==> src/hw/rtl/hcd_pkg.sv <==
// Shared types and constants for the HTTP chunked body deframer.
// No dependencies; every other file of the block imports this package.
package hcd_pkg;

  localparam int unsigned BYTE_W = 8;
  localparam int unsigned KIND_W = 3;
  localparam int unsigned CHUNK_LEN_W = 32;
  localparam int unsigned DIGIT_W = 4;

  // Result kinds.
  localparam logic [KIND_W-1:0] K_FRAME = 3'd0;
  localparam logic [KIND_W-1:0] K_DATA  = 3'd1;
  localparam logic [KIND_W-1:0] K_DONE  = 3'd2;
  localparam logic [KIND_W-1:0] K_FINAL = 3'd3;
  localparam logic [KIND_W-1:0] K_BAD   = 3'd4;
  localparam logic [KIND_W-1:0] K_OVF   = 3'd5;

  localparam logic [BYTE_W-1:0] CHAR_CR = 8'h0D;
  localparam logic [BYTE_W-1:0] CHAR_LF = 8'h0A;

  // One classified byte as it travels from the front end to the back end.
  typedef struct packed {
    logic [BYTE_W-1:0]  data;
    logic [DIGIT_W-1:0] digit;
    logic               is_hex;
    logic               is_cr;
    logic               is_lf;
  } item_t;

endpackage

==> src/hw/rtl/hcd_if.sv <==
// Valid/ready channel interfaces for the deframer: body bytes in, results out
// and the size limit register write. Depends on hcd_pkg.
interface hcd_in_if;
  import hcd_pkg::*;
  logic              valid;
  logic              ready;
  logic [BYTE_W-1:0] in_byte;
  modport source (output valid, output in_byte, input ready);
  modport sink (input valid, input in_byte, output ready);
endinterface

interface hcd_out_if;
  import hcd_pkg::*;
  logic                   valid;
  logic                   ready;
  logic [BYTE_W-1:0]      out_byte;
  logic [KIND_W-1:0]      kind;
  logic [CHUNK_LEN_W-1:0] chunk_length;
  modport source (output valid, output out_byte, output kind, output chunk_length,
                  input ready);
  modport sink (input valid, input out_byte, input kind, input chunk_length,
                output ready);
endinterface

interface hcd_cfg_if;
  import hcd_pkg::*;
  logic                   valid;
  logic                   ready;
  logic [CHUNK_LEN_W-1:0] max_chunk_len;
  modport source (output valid, output max_chunk_len, input ready);
  modport sink (input valid, input max_chunk_len, output ready);
endinterface

==> src/hw/rtl/hcd_front.sv <==
// Front end: takes body bytes and classifies each as hex digit, CR or LF.
// Depends on hcd_pkg and hcd_in_if.
module hcd_front (
  hcd_in_if.sink         body,
  input  logic           q_full,
  output logic           push,
  output hcd_pkg::item_t push_item
);
  import hcd_pkg::*;

  logic [BYTE_W-1:0] b;

  assign b = body.in_byte;
  assign body.ready = !q_full;
  assign push = body.valid && !q_full;

  always_comb begin
    push_item.data   = b;
    push_item.is_cr  = (b == CHAR_CR);
    push_item.is_lf  = (b == CHAR_LF);
    push_item.is_hex = 1'b1;
    push_item.digit  = '0;
    if (b >= 8'h30 && b <= 8'h39) begin
      push_item.digit = DIGIT_W'(b - 8'h30);
    end else if (b >= 8'h61 && b <= 8'h66) begin
      push_item.digit = DIGIT_W'(b - 8'h57);
    end else if (b >= 8'h41 && b <= 8'h46) begin
      push_item.digit = DIGIT_W'(b - 8'h37);
    end else begin
      push_item.is_hex = 1'b0;
    end
  end

endmodule

==> src/hw/rtl/hcd_queue.sv <==
// Two-entry queue of classified bytes between the front and back ends.
// Depends on hcd_pkg.
module hcd_queue (
  input  logic           clk,
  input  logic           rst,
  input  logic           push,
  input  hcd_pkg::item_t push_item,
  output logic           full,
  input  logic           pop,
  output logic           q_valid,
  output hcd_pkg::item_t head
);
  import hcd_pkg::*;

  item_t       slots [2];
  logic        wr_ptr;
  logic        rd_ptr;
  logic [1:0]  count;
  logic [1:0]  count_next;

  assign full    = (count == 2'd2);
  assign q_valid = (count != 2'd0);
  assign head    = slots[rd_ptr];

  always_comb begin
    count_next = count;
    if (push && !pop) begin
      count_next = count + 2'd1;
    end else if (pop && !push) begin
      count_next = count - 2'd1;
    end
  end

  always_ff @(posedge clk) begin
    if (rst) begin
      wr_ptr <= 1'b0;
      rd_ptr <= 1'b0;
      count  <= 2'd0;
    end else begin
      if (push) begin
        wr_ptr <= !wr_ptr;
      end
      if (pop) begin
        rd_ptr <= !rd_ptr;
      end
      count <= count_next;
    end
  end

  always_ff @(posedge clk) begin
    if (push) begin
      slots[wr_ptr] <= push_item;
    end
  end

  a_count_range: assert property (@(posedge clk) disable iff (rst) count <= 2'd2)
    else $error("queue count out of range");
  a_no_underflow: assert property (@(posedge clk) disable iff (rst) pop |-> q_valid)
    else $error("queue popped while empty");
  a_no_overflow: assert property (@(posedge clk) disable iff (rst) push |-> !full)
    else $error("queue pushed while full");
  a_ptr_gap: assert property (@(posedge clk) disable iff (rst)
      (count == 2'd0 || count == 2'd2) |-> (wr_ptr == rd_ptr))
    else $error("queue pointers disagree with count");

endmodule

==> src/hw/rtl/hcd_back.sv <==
// Back end: framing state machine, size accumulation, limit check and the
// registered result slot. Depends on hcd_pkg, hcd_out_if and hcd_cfg_if.
module hcd_back #(
  parameter int unsigned LEN_BITS = 32
) (
  input  logic           clk,
  input  logic           rst,
  input  logic           q_valid,
  input  hcd_pkg::item_t head,
  output logic           pop,
  hcd_cfg_if.sink        cfg,
  hcd_out_if.source      result
);
  import hcd_pkg::*;

  localparam logic [2:0] PH_SIZE    = 3'd0;
  localparam logic [2:0] PH_SIZE_LF = 3'd1;
  localparam logic [2:0] PH_DATA    = 3'd2;
  localparam logic [2:0] PH_TRAIL1  = 3'd3;
  localparam logic [2:0] PH_TRAIL2  = 3'd4;
  localparam logic [2:0] PH_ERR_BAD = 3'd5;
  localparam logic [2:0] PH_ERR_OVF = 3'd6;

  logic [2:0]             phase;
  logic [2:0]             phase_next;
  logic [LEN_BITS-1:0]    size_accum;
  logic [LEN_BITS-1:0]    size_accum_next;
  logic [LEN_BITS-1:0]    bytes_left;
  logic [LEN_BITS-1:0]    bytes_left_next;
  logic [CHUNK_LEN_W-1:0] max_len;
  logic [LEN_BITS-1:0]    acc_shift;
  logic [LEN_BITS-1:0]    left_dec;
  logic [KIND_W-1:0]      kind_c;
  logic [BYTE_W-1:0]      byte_c;
  logic [LEN_BITS-1:0]    shown_c;
  logic                   out_valid;

  assign cfg.ready = 1'b1;
  assign pop = q_valid && (!out_valid || result.ready);
  assign result.valid = out_valid;

  assign acc_shift = {size_accum[LEN_BITS-5:0], head.digit};
  assign left_dec  = bytes_left - LEN_BITS'(1);

  always_comb begin
    phase_next      = phase;
    size_accum_next = size_accum;
    bytes_left_next = bytes_left;
    kind_c          = K_FRAME;
    byte_c          = '0;
    unique case (phase)
      PH_SIZE: begin
        if (head.is_cr) begin
          phase_next = PH_SIZE_LF;
        end else if (!head.is_hex) begin
          kind_c     = K_BAD;
          phase_next = PH_ERR_BAD;
        end else if (size_accum[LEN_BITS-1 -: 4] != 4'd0) begin
          kind_c     = K_OVF;
          phase_next = PH_ERR_OVF;
        end else begin
          size_accum_next = acc_shift;
          if (CHUNK_LEN_W'(acc_shift) > max_len) begin
            kind_c     = K_OVF;
            phase_next = PH_ERR_OVF;
          end
        end
      end
      PH_SIZE_LF: begin
        if (head.is_lf) begin
          bytes_left_next = size_accum;
          phase_next = (size_accum == '0) ? PH_TRAIL1 : PH_DATA;
        end else begin
          kind_c     = K_BAD;
          phase_next = PH_ERR_BAD;
        end
      end
      PH_DATA: begin
        kind_c          = K_DATA;
        byte_c          = head.data;
        bytes_left_next = left_dec;
        if (left_dec == '0) begin
          phase_next = PH_TRAIL1;
        end
      end
      PH_TRAIL1: begin
        phase_next = PH_TRAIL2;
      end
      PH_TRAIL2: begin
        kind_c = (size_accum == '0) ? K_FINAL : K_DONE;
      end
      PH_ERR_OVF: begin
        kind_c = K_OVF;
      end
      default: begin
        kind_c     = K_BAD;
        phase_next = PH_ERR_BAD;
      end
    endcase
    shown_c = size_accum_next;
    if (kind_c == K_DONE || kind_c == K_FINAL) begin
      phase_next      = PH_SIZE;
      size_accum_next = '0;
      bytes_left_next = '0;
    end
  end

  always_ff @(posedge clk) begin
    if (rst) begin
      phase      <= PH_SIZE;
      size_accum <= '0;
      bytes_left <= '0;
      max_len    <= '1;
      out_valid  <= 1'b0;
    end else begin
      if (cfg.valid) begin
        max_len <= cfg.max_chunk_len;
      end
      if (pop) begin
        phase      <= phase_next;
        size_accum <= size_accum_next;
        bytes_left <= bytes_left_next;
        out_valid  <= 1'b1;
      end else if (result.ready) begin
        out_valid <= 1'b0;
      end
    end
  end

  always_ff @(posedge clk) begin
    if (pop) begin
      result.out_byte     <= byte_c;
      result.kind         <= kind_c;
      result.chunk_length <= CHUNK_LEN_W'(shown_c);
    end
  end

  a_bad_sticky: assert property (@(posedge clk) disable iff (rst)
      phase == PH_ERR_BAD |=> phase == PH_ERR_BAD)
    else $error("bad-digit error phase left without reset");
  a_ovf_sticky: assert property (@(posedge clk) disable iff (rst)
      phase == PH_ERR_OVF |=> phase == PH_ERR_OVF)
    else $error("overflow error phase left without reset");
  a_data_kind: assert property (@(posedge clk) disable iff (rst)
      pop && phase == PH_DATA |=> result.kind == K_DATA)
    else $error("data phase produced a non-data result");
  a_byte_zero: assert property (@(posedge clk) disable iff (rst)
      out_valid && result.kind != K_DATA |-> result.out_byte == '0)
    else $error("non-data result carries a byte");
  a_data_left: assert property (@(posedge clk) disable iff (rst)
      phase == PH_DATA |-> bytes_left != '0)
    else $error("data phase with no bytes left");

endmodule

==> src/hw/rtl/http_chunked_deframer.sv <==
// HTTP chunked body deframer: one result per body byte, at one byte per clock
// while results are taken. A byte accepted is written into the queue, and its
// result is registered when the back end pops it, behind any item queued ahead.
// Throughput: one byte per cycle, sustained while results are taken; the
// two-entry queue and the result register absorb a stalled output.
// Reset (rst, synchronous): size-line phase, size and count zero, limit all ones.
module http_chunked_deframer #(
  parameter int unsigned LEN_BITS = 32
) (
  input  logic      clk,
  input  logic      rst,
  hcd_in_if.sink    body,
  hcd_cfg_if.sink   cfg,
  hcd_out_if.source result
);
  import hcd_pkg::*;

  // The front end classifies each incoming byte (hex digit value, CR, LF) and
  // pushes it into a short queue, so that the classification logic is decoupled
  // from the framing state machine; it waits only while the queue is full.
  logic  push;
  logic  q_full;
  item_t push_item;

  // The back end pops one classified byte whenever its result register is
  // free or being emptied in the same cycle, so a request is taken at every
  // clock while the consumer keeps up.
  logic  pop;
  logic  q_valid;
  item_t head;

  hcd_front u_front (
    .body      (body),
    .q_full    (q_full),
    .push      (push),
    .push_item (push_item)
  );

  hcd_queue u_queue (
    .clk       (clk),
    .rst       (rst),
    .push      (push),
    .push_item (push_item),
    .full      (q_full),
    .pop       (pop),
    .q_valid   (q_valid),
    .head      (head)
  );

  // The framing state machine, the size accumulator with its limit check and
  // the size limit register all live in the back end. The user is to write the
  // limit only while the block is idle, so that writes need no ordering against
  // the queue contents; the block itself does not enforce this.
  hcd_back #(
    .LEN_BITS (LEN_BITS)
  ) u_back (
    .clk     (clk),
    .rst     (rst),
    .q_valid (q_valid),
    .head    (head),
    .pop     (pop),
    .cfg     (cfg),
    .result  (result)
  );

endmodule
==> src/flat_wrapper.sv <==
// flat-port wrapper written by rule: the top's interface ports become plain ports
module http_chunked_deframer_flat import hcd_pkg::*;
#(
  parameter int unsigned LEN_BITS = 32
)
  (clk, rst, body_valid, body_in_byte, body_ready, cfg_valid, cfg_max_chunk_len, cfg_ready, result_valid, result_out_byte, result_kind, result_chunk_length, result_ready);
  hcd_in_if body_i ();
  hcd_cfg_if cfg_i ();
  hcd_out_if result_i ();
  input  logic clk;
  input  logic rst;
  input wire logic [$bits(body_i.valid)-1:0] body_valid;
  input wire logic [$bits(body_i.in_byte)-1:0] body_in_byte;
  output wire logic [$bits(body_i.ready)-1:0] body_ready;
  input wire logic [$bits(cfg_i.valid)-1:0] cfg_valid;
  input wire logic [$bits(cfg_i.max_chunk_len)-1:0] cfg_max_chunk_len;
  output wire logic [$bits(cfg_i.ready)-1:0] cfg_ready;
  output wire logic [$bits(result_i.valid)-1:0] result_valid;
  output wire logic [$bits(result_i.out_byte)-1:0] result_out_byte;
  output wire logic [$bits(result_i.kind)-1:0] result_kind;
  output wire logic [$bits(result_i.chunk_length)-1:0] result_chunk_length;
  input wire logic [$bits(result_i.ready)-1:0] result_ready;
  assign body_i.valid = body_valid;
  assign body_i.in_byte = body_in_byte;
  assign body_ready = body_i.ready;
  assign cfg_i.valid = cfg_valid;
  assign cfg_i.max_chunk_len = cfg_max_chunk_len;
  assign cfg_ready = cfg_i.ready;
  assign result_valid = result_i.valid;
  assign result_out_byte = result_i.out_byte;
  assign result_kind = result_i.kind;
  assign result_chunk_length = result_i.chunk_length;
  assign result_i.ready = result_ready;
  http_chunked_deframer #(.LEN_BITS(LEN_BITS)) u_core (.clk(clk), .rst(rst), .body(body_i), .cfg(cfg_i), .result(result_i));
endmodule
==> config.mk <==
export PLATFORM = sky130hd
export DESIGN_NAME = http_chunked_deframer_flat
export DESIGN_NICKNAME = d
export VERILOG_FILES = /design/src/hw/rtl/hcd_pkg.sv /design/src/hw/rtl/hcd_if.sv /design/src/hw/rtl/hcd_front.sv /design/src/hw/rtl/hcd_queue.sv /design/src/hw/rtl/hcd_back.sv /design/src/hw/rtl/http_chunked_deframer.sv /design/src/flat_wrapper.sv
export SDC_FILE = /design/constraint.sdc
export NUM_CORES = 1
export LEC_CHECK = 0
export ABC_AREA = 1
export BUFFER_PORTS_ARGS = -buffer_cell sky130_fd_sc_hd__buf_2
export CAP_MARGIN = 20
export CORE_MARGIN = 4
export CORE_UTILIZATION = 62
export DETAILED_ROUTE_END_ITERATION = 10
export HOLD_SLACK_MARGIN = 0.03
export PLACE_DENSITY = 0.86
export SLEW_MARGIN = 20
export SYNTH_ARGS = -nofsm -noshare
export SYNTH_HDL_FRONTEND = slang
export SYNTH_SLANG_ARGS = --single-unit
==> constraint.sdc <==
create_clock -name clk -period 6.7 [get_ports clk]
set_input_delay 1.005 -clock clk [delete_from_list [all_inputs] [get_ports clk]]
set_output_delay 1.005 -clock clk [all_outputs]
set_load 0.05 [all_outputs]
==> flow_summary.json, run 1 <==
{
  "holdPathStages": 1,
  "cp-end-kind": "flop",
  "cts_hold_buffers": 0,
  "slowest_delay_ns": 0.74,
  "period_share_pct": 47.5,
  "status": "finished clean",
  "n_fill_cell": 1119,
  "cts.clk_slew.worst_paths_ns": 0.07,
  "max_slew_margin_pct": 33.0,
  "synth_most_common_cell": "nand2_1",
  "antennaDiodeCount": 0,
  "portBuffers": 89,
  "ctsRootBufferMaster": "clkbuf_16",
  "grt_pass1_wl_um": 37600,
  "maxCapViolCount": 0,
  "synth_edf_count": 73,
  "cts_buffers": 17,
  "initial_core_util_pct": 63.4,
  "finalWirelength_um": 23200,
  "grt-ovfl-total": 0,
  "ys_top_cells_by_area": "edfxtp_1, dfxtp_1, nand2_1",
  "layout-drive-gt1-share_pct": 15.2,
  "syn_nets": 1231,
  "synth.top_cell.area_share_pct": 23.7,
  "setup_tns_ns": 0,
  "synth_flop_cell": "dfxtp_1",
  "fmax_mhz": 314,
  "hold_class": "reg -> reg",
  "finalSetupViolCount": 0,
  "skew_ns": 0.00829,
  "antenna_found_initial": 0,
  "r2r_setup_slack_ns": 3.52,
  "hold_start": "u_core.u_queue.rd_ptr",
  "htree_levels": 4,
  "synth-xor-area-share_pct": 0.948,
  "synth_top_family_by_area": "simple AND/OR/NAND/NOR gates",
  "yosys.area_share.simple_pct": 22.7,
  "path_cells": "inv_2 > nand2_1 > nand2_1 > nor2_1 > inv_1 > nor2_2 > inv_2 > nor2_8 > inv_4 > o21ai_1 > nand3_1 > a21oi_1",
  "initialDrtViolationCount": 978,
  "ys_warn_count": 0,
  "clkSinkCount": 178,
  "grt_pass1_vias": 7641,
  "tightest_slew_ns": 1.00,
  "required_ns": 7.06,
  "nets": 1291,
  "final_area_um2": 10300,
  "cts_tree": "done",
  "min_period_ns": 3.18,
  "synth_adder_area_share_pct": 5.28,
  "area_growth_pct": 11.7,
  "cp_slowest_cell": "dfxtp_1",
  "muxShareOfSynthArea_pct": 0.217,
  "fp.dieW_um": 130,
  "synth_cells": 1147,
  "cts_setup_buffers": 0,
  "first_pass_iters": 6,
  "coreArea_um2": 14600,
  "syn-cell-area_um2": 9240,
  "synth_cell_type_count": 44,
  "synth.yosys.seq_area_share_pct": 46.5,
  "crit_type": "reg -> reg",
  "leakage_nw": 4.47,
  "drcViolationCount": 0,
  "synth_top_area_cell": "edfxtp_1",
  "maxSlewViolCount": 0,
  "synth_common_cells": "nand2_1, a21oi_1, inv_1, dfxtp_1, nor2_1",
  "hold_viol_final": 0,
  "async_flop_share_pct": 0,
  "max-vdd-ir-drop_mv": 0.275,
  "reg2regPathDepth": 12,
  "crit_path_start_kind": "flop",
  "wl_per_cell_um": 16.5,
  "grt_max_degree": 93,
  "rsz0062_at_grt": "no",
  "gp_congestion": 0.955,
  "p_per_area_nw_per_um2": 551,
  "crit_fanout": 46,
  "num_io_pins": 91,
  "syn_area_per_cell_um2": 8.06,
  "track_usage_pct": 28.3,
  "die_y_um": 130,
  "ys_ff_latch": 178,
  "dpl.hpwl_um": 16000,
  "drt-vias-per-instance": 5.91,
  "worstPathArrival_ns": 3.54,
  "dieArea_um2": 16900,
  "synth-compound-area-share_pct": 16.8,
  "reg2reg_to": "u_core.u_back.size_accum[7]",
  "vias": 8298,
  "clock_path_buffers": 2,
  "insertion_delay_ns": 0.44,
  "final_antenna_net_count": 0,
  "placed_area_um2": 9730,
  "cts_resized": 0,
  "fp-row-count": 44
}
==> worst max-delay path by stage <==
stage | from | end | slack, ns | depth (start not counted)
5_1_grt | flop | u_core.u_back.size_accum[8] | 3.25 | 12
4_1_cts | result_ready | u_core.u_back.bytes_left[1] | 3.25 | 8
6_report | flop | u_core.u_back.size_accum[7] | 3.52 | 12
3_5_place_dp | result_ready | u_core.u_back.bytes_left[1] | 2.84 | 8
2_1_floorplan | result_ready | u_core.u_back.result.chunk_length[0] | 3.40 | 4
3_3_place_gp | result_ready | u_core.u_back.bytes_left[1] | 2.92 | 8
==> sequential cells by signal (all words and copies together), names as in the netlist, 3 cells and up, named ones only <==
register	count
u_core.u_back.phase	3
u_core.u_back.result.kind	3
u_core.u_back.bytes_left	32
u_core.u_back.result.chunk_length	32
u_core.u_back.max_len	32
u_core.u_back.size_accum	32
u_core.u_back.result.out_byte	8
u_core.u_queue.slots	30
==> kinds of logic (layout without fill, tap and decap cells) <==
group,count (synthesis),count (layout)
muxes,2,2
and+or+nand+nor,481,481
AOI/OAI and AO/OA,263,263
DFF,178,178
adders and majority gates,39,39
buffers and inverters,173,246
other,1,1
xor gates and xnor gates,10,10
==> stage by stage <==
stage / power, mW / utilization (%) / setup WS [ns] / instances / hold WS (ns)
after floorplan: 4.00 / - / 3.40 / 1147 / 0.425
after global routing: 6.12 / 70.8 / 3.25 / 1404 / 0.489
after CTS: 5.64 / 70.6 / 3.25 / 1403 / 0.472
after detailed placement: 4.64 / 66.7 / 2.84 / 1371 / 0.458
final: 5.69 / 70.8 / 3.52 / 1404 / 0.473
after global placement: 4.58 / 66.7 / 2.92 / 1371 / 0.434
==> layout make-up <==
type                    count  area (um2)  share of cell area, %
clock buffers              18         429                   4.16
clock inverters            14         150                   1.45
inverters                 118         445                   4.31
multi-input cells         796        4270                   41.3
flip-flops and latches    178        4290                   41.6
well taps                 184         230                   2.23
repair buffers             96         510                   4.94
==> layer usage <==
metal	GRT usage [%]	vias to the layer above	wire length, um
met5	0	-	0
met4	10.8	0	590
met3	5.49	53	2040
met2	44.1	373	10900
met1	39.4	3885	9700
li1	-	3987	-
==> where the power goes <==
part | total [mW] | switching [mW] | internal (mW) | leakage, nW
sequential | 1.61 | 0.174 | 1.43 | 1.57
clock | 0.978 | 0.454 | 0.525 | 0.275
combinational | 3.11 | 2.28 | 0.830 | 2.62
total | 5.69 | 2.90 | 2.79 | 4.47
==> worst max-delay path: cells and delay by family (launching register included) <==
| family | cells | cell delay, ns |
|---|---|---|
| compound gates | 2 | 0.54 |
| buf+inv | 4 | 0.65 |
| flops | 1 | 0.74 |
| simple gates | 6 | 1.14 |
==> cells in the final DEF, fill, tap and decap left out, types with 7 or more instances in the layout <==
cell       count
buf_2         89
o211ai_1      16
inv_1        109
a211oi_1      16
clkbuf_16     17
nand3_1       56
o2111ai_1     10
ha_1          39
nor3_1        10
dfxtp_1      105
nand2_1      266
o21ai_0       61
a21oi_1      118
nor2_1       102
o21ai_2       26
nand4_1       15
nand2_2        7
edfxtp_1      73
(Power assumes the default switching activity.)
==> inputs of run 2 (changes only) <==
- CORE_UTILIZATION: 62 -> 54
- PLACE_DENSITY: 0.86 -> 0.8
- clock period: 6.7 -> 2.7 ns (I/O delays scaled with it)
==> run 2 against run 1 <==
Effect of this change: critical path depth is 1 higher; power grew to 2.5 times the previous value; final area is 1.2% higher; clock skew is 0.0028 ns higher; sequential share of layout area is 0.49 points lower; register-to-register slack worse by 3.3 ns; combinational power grew to 2.5 times the previous value.
==> flow_summary.json, run 2 (synthesis results as in run 1) <==
{
  "clock_path_buffers": 2,
  "insertion_delay_ns": 0.43,
  "vias": 8128,
  "initialDrtViolationCount": 799,
  "p_per_area_nw_per_um2": 1360,
  "required_ns": 3.04,
  "dieArea_um2": 19300,
  "htree_levels": 4,
  "slowest_delay_ns": 0.46,
  "wl_per_cell_um": 16.3,
  "worst_slack_ns": 0.268,
  "grt_max_degree": 92,
  "nets": 1299,
  "max-vdd-ir-drop_mv": 0.721,
  "critPathBufInv": 4,
  "fmax_mhz": 411,
  "ctsRootBufferMaster": "clkbuf_16",
  "cts_resized": 0,
  "min_period_ns": 2.43,
  "holdPathStages": 3,
  "r2r_setup_slack_ns": 0.27,
  "layout-drive-gt1-share_pct": 15.8,
  "worstPathArrival_ns": 2.77,
  "crit_fanout": 17,
  "first_pass_iters": 6,
  "maxSlewViolCount": 0,
  "post-route-util_pct": 62.6,
  "track_usage_pct": 24.5,
  "rsz0062_at_grt": "no",
  "place_ws_ns": 0.352,
  "leakage_nw": 4.53,
  "drcViolationCount": 0,
  "grt_pass1_vias": 7463,
  "area_growth_pct": 13.1,
  "finalSetupViolCount": 0,
  "cts_hold_buffers": 0,
  "crit_path_start_kind": "flop",
  "path_common_cell": "nand2_1",
  "skew_ns": 0.0111,
  "portBuffers": 89,
  "clkSinkCount": 178,
  "hold_start": "cfg_max_chunk_len[3]",
  "antenna_found_initial": 0,
  "cts_setup_buffers": 0,
  "finalWirelength_um": 23600,
  "n_fill_cell": 1431,
  "reg2regPathDepth": 13,
  "grt_pass1_wl_um": 38700,
  "max_slew_margin_pct": 33.9,
  "cts_tree": "done",
  "cts.clk_slew.worst_paths_ns": 0.08,
  "die_y_um": 139,
  "antennaDiodeCount": 0,
  "gp_congestion": 0.955,
  "hold_viol_final": 0,
  "period_share_pct": 90.1,
  "num_io_pins": 91,
  "coreArea_um2": 16700,
  "hold_end": "u_core.u_back.max_len[3]",
  "final_common_cell": "nand2_1",
  "maxCapViolCount": 0,
  "grt-ovfl-total": 0,
  "finalHoldWorstSlack_ns": 0.182,
  "status": "finished clean",
  "hold_class": "in -> reg",
  "reg2reg_to": "u_core.u_back.size_accum[22]",
  "drt-vias-per-instance": 5.61,
  "critPathTopFamily": "simple AND/OR/NAND/NOR gates",
  "cp_slowest_cell": "dfxtp_1",
  "fp-row-count": 47,
  "initial_core_util_pct": 55.3,
  "cp-end-kind": "flop",
  "final_antenna_net_count": 0,
  "path_cells": "inv_2 > nand2_1 > nand2_1 > nor2_1 > inv_1 > nor2_2 > inv_2 > nor2_8 > buf_4 > nand2_1 > o21ai_2 > nand3_1 > a21oi_1",
  "crit_type": "reg -> reg",
  "setup_tns_ns": 0,
  "cts_buffers": 17,
  "tightest_slew_ns": 0.991,
  "final_cell_mix": "nand2_1, a21oi_1, inv_1, dfxtp_1, nor2_1",
  "dpl.hpwl_um": 16700,
  "fp.dieW_um": 139
}
## run 2: layer usage
metal	track usage [%]	share of wire, %
met2	38.4	46
met5	0	0
met3	3.69	7.7
met1	35.5	45
met4	6.80	1.8
## run 2: worst max-delay path by stage
stage / from / to / slack, ns / depth (start not counted)
finish: flop / u_core.u_back.size_accum[22] / 0.27 / 13
global route: flop / u_core.u_back.size_accum[22] / 0.05 / 13
CTS: flop / u_core.u_back.size_accum[22] / 0.29 / 13
detailed placement: flop / u_core.u_back.phase[0] / 0.35 / 18
global placement: flop / u_core.u_back.phase[2] / 0.48 / 18
floorplan: flop / u_core.u_back.phase[1] / 0.53 / 20
## run 2: worst register-to-register path, cell delays in order, from the launching register on
cell and delay [ns]:
dfxtp_1 0.46, inv_2 0.19, nand2_1 0.10, nand2_1 0.07
nor2_1 0.13, inv_1 0.08, nor2_2 0.13, inv_2 0.08
nor2_8 0.25, buf_4 0.31, nand2_1 0.11, o21ai_2 0.10
nand3_1 0.10, a21oi_1 0.25
## run 2: where the power goes
group	switching (mW)	total [mW]	internal (mW)
Combinational	5.71	7.81	2.10
Sequential	0.420	3.98	3.56
Clock	1.16	2.47	1.32
## run 2: cell type report
type	instances	area, um2	share of cell area [%]
Clock buffer	17	425	4.07
Clock inverter	15	160	1.53
Inverter	118	445	4.26
Multi-Input combinational cell	796	4270	40.8
Sequential cell	178	4290	41.1
Tap cell	220	275	2.63
Timing Repair Buffer	104	583	5.58
## run 2: metrics by stage
step	total power, mW	std cells	cell area, um2
2_1_floorplan	9.91	1147	9240
3_3_place_gp	11.7	1416	9860
3_5_place_dp	11.7	1416	9860
4_1_cts	14.2	1448	10500
5_1_grt	15.3	1448	10500
6_report	14.3	1448	10500
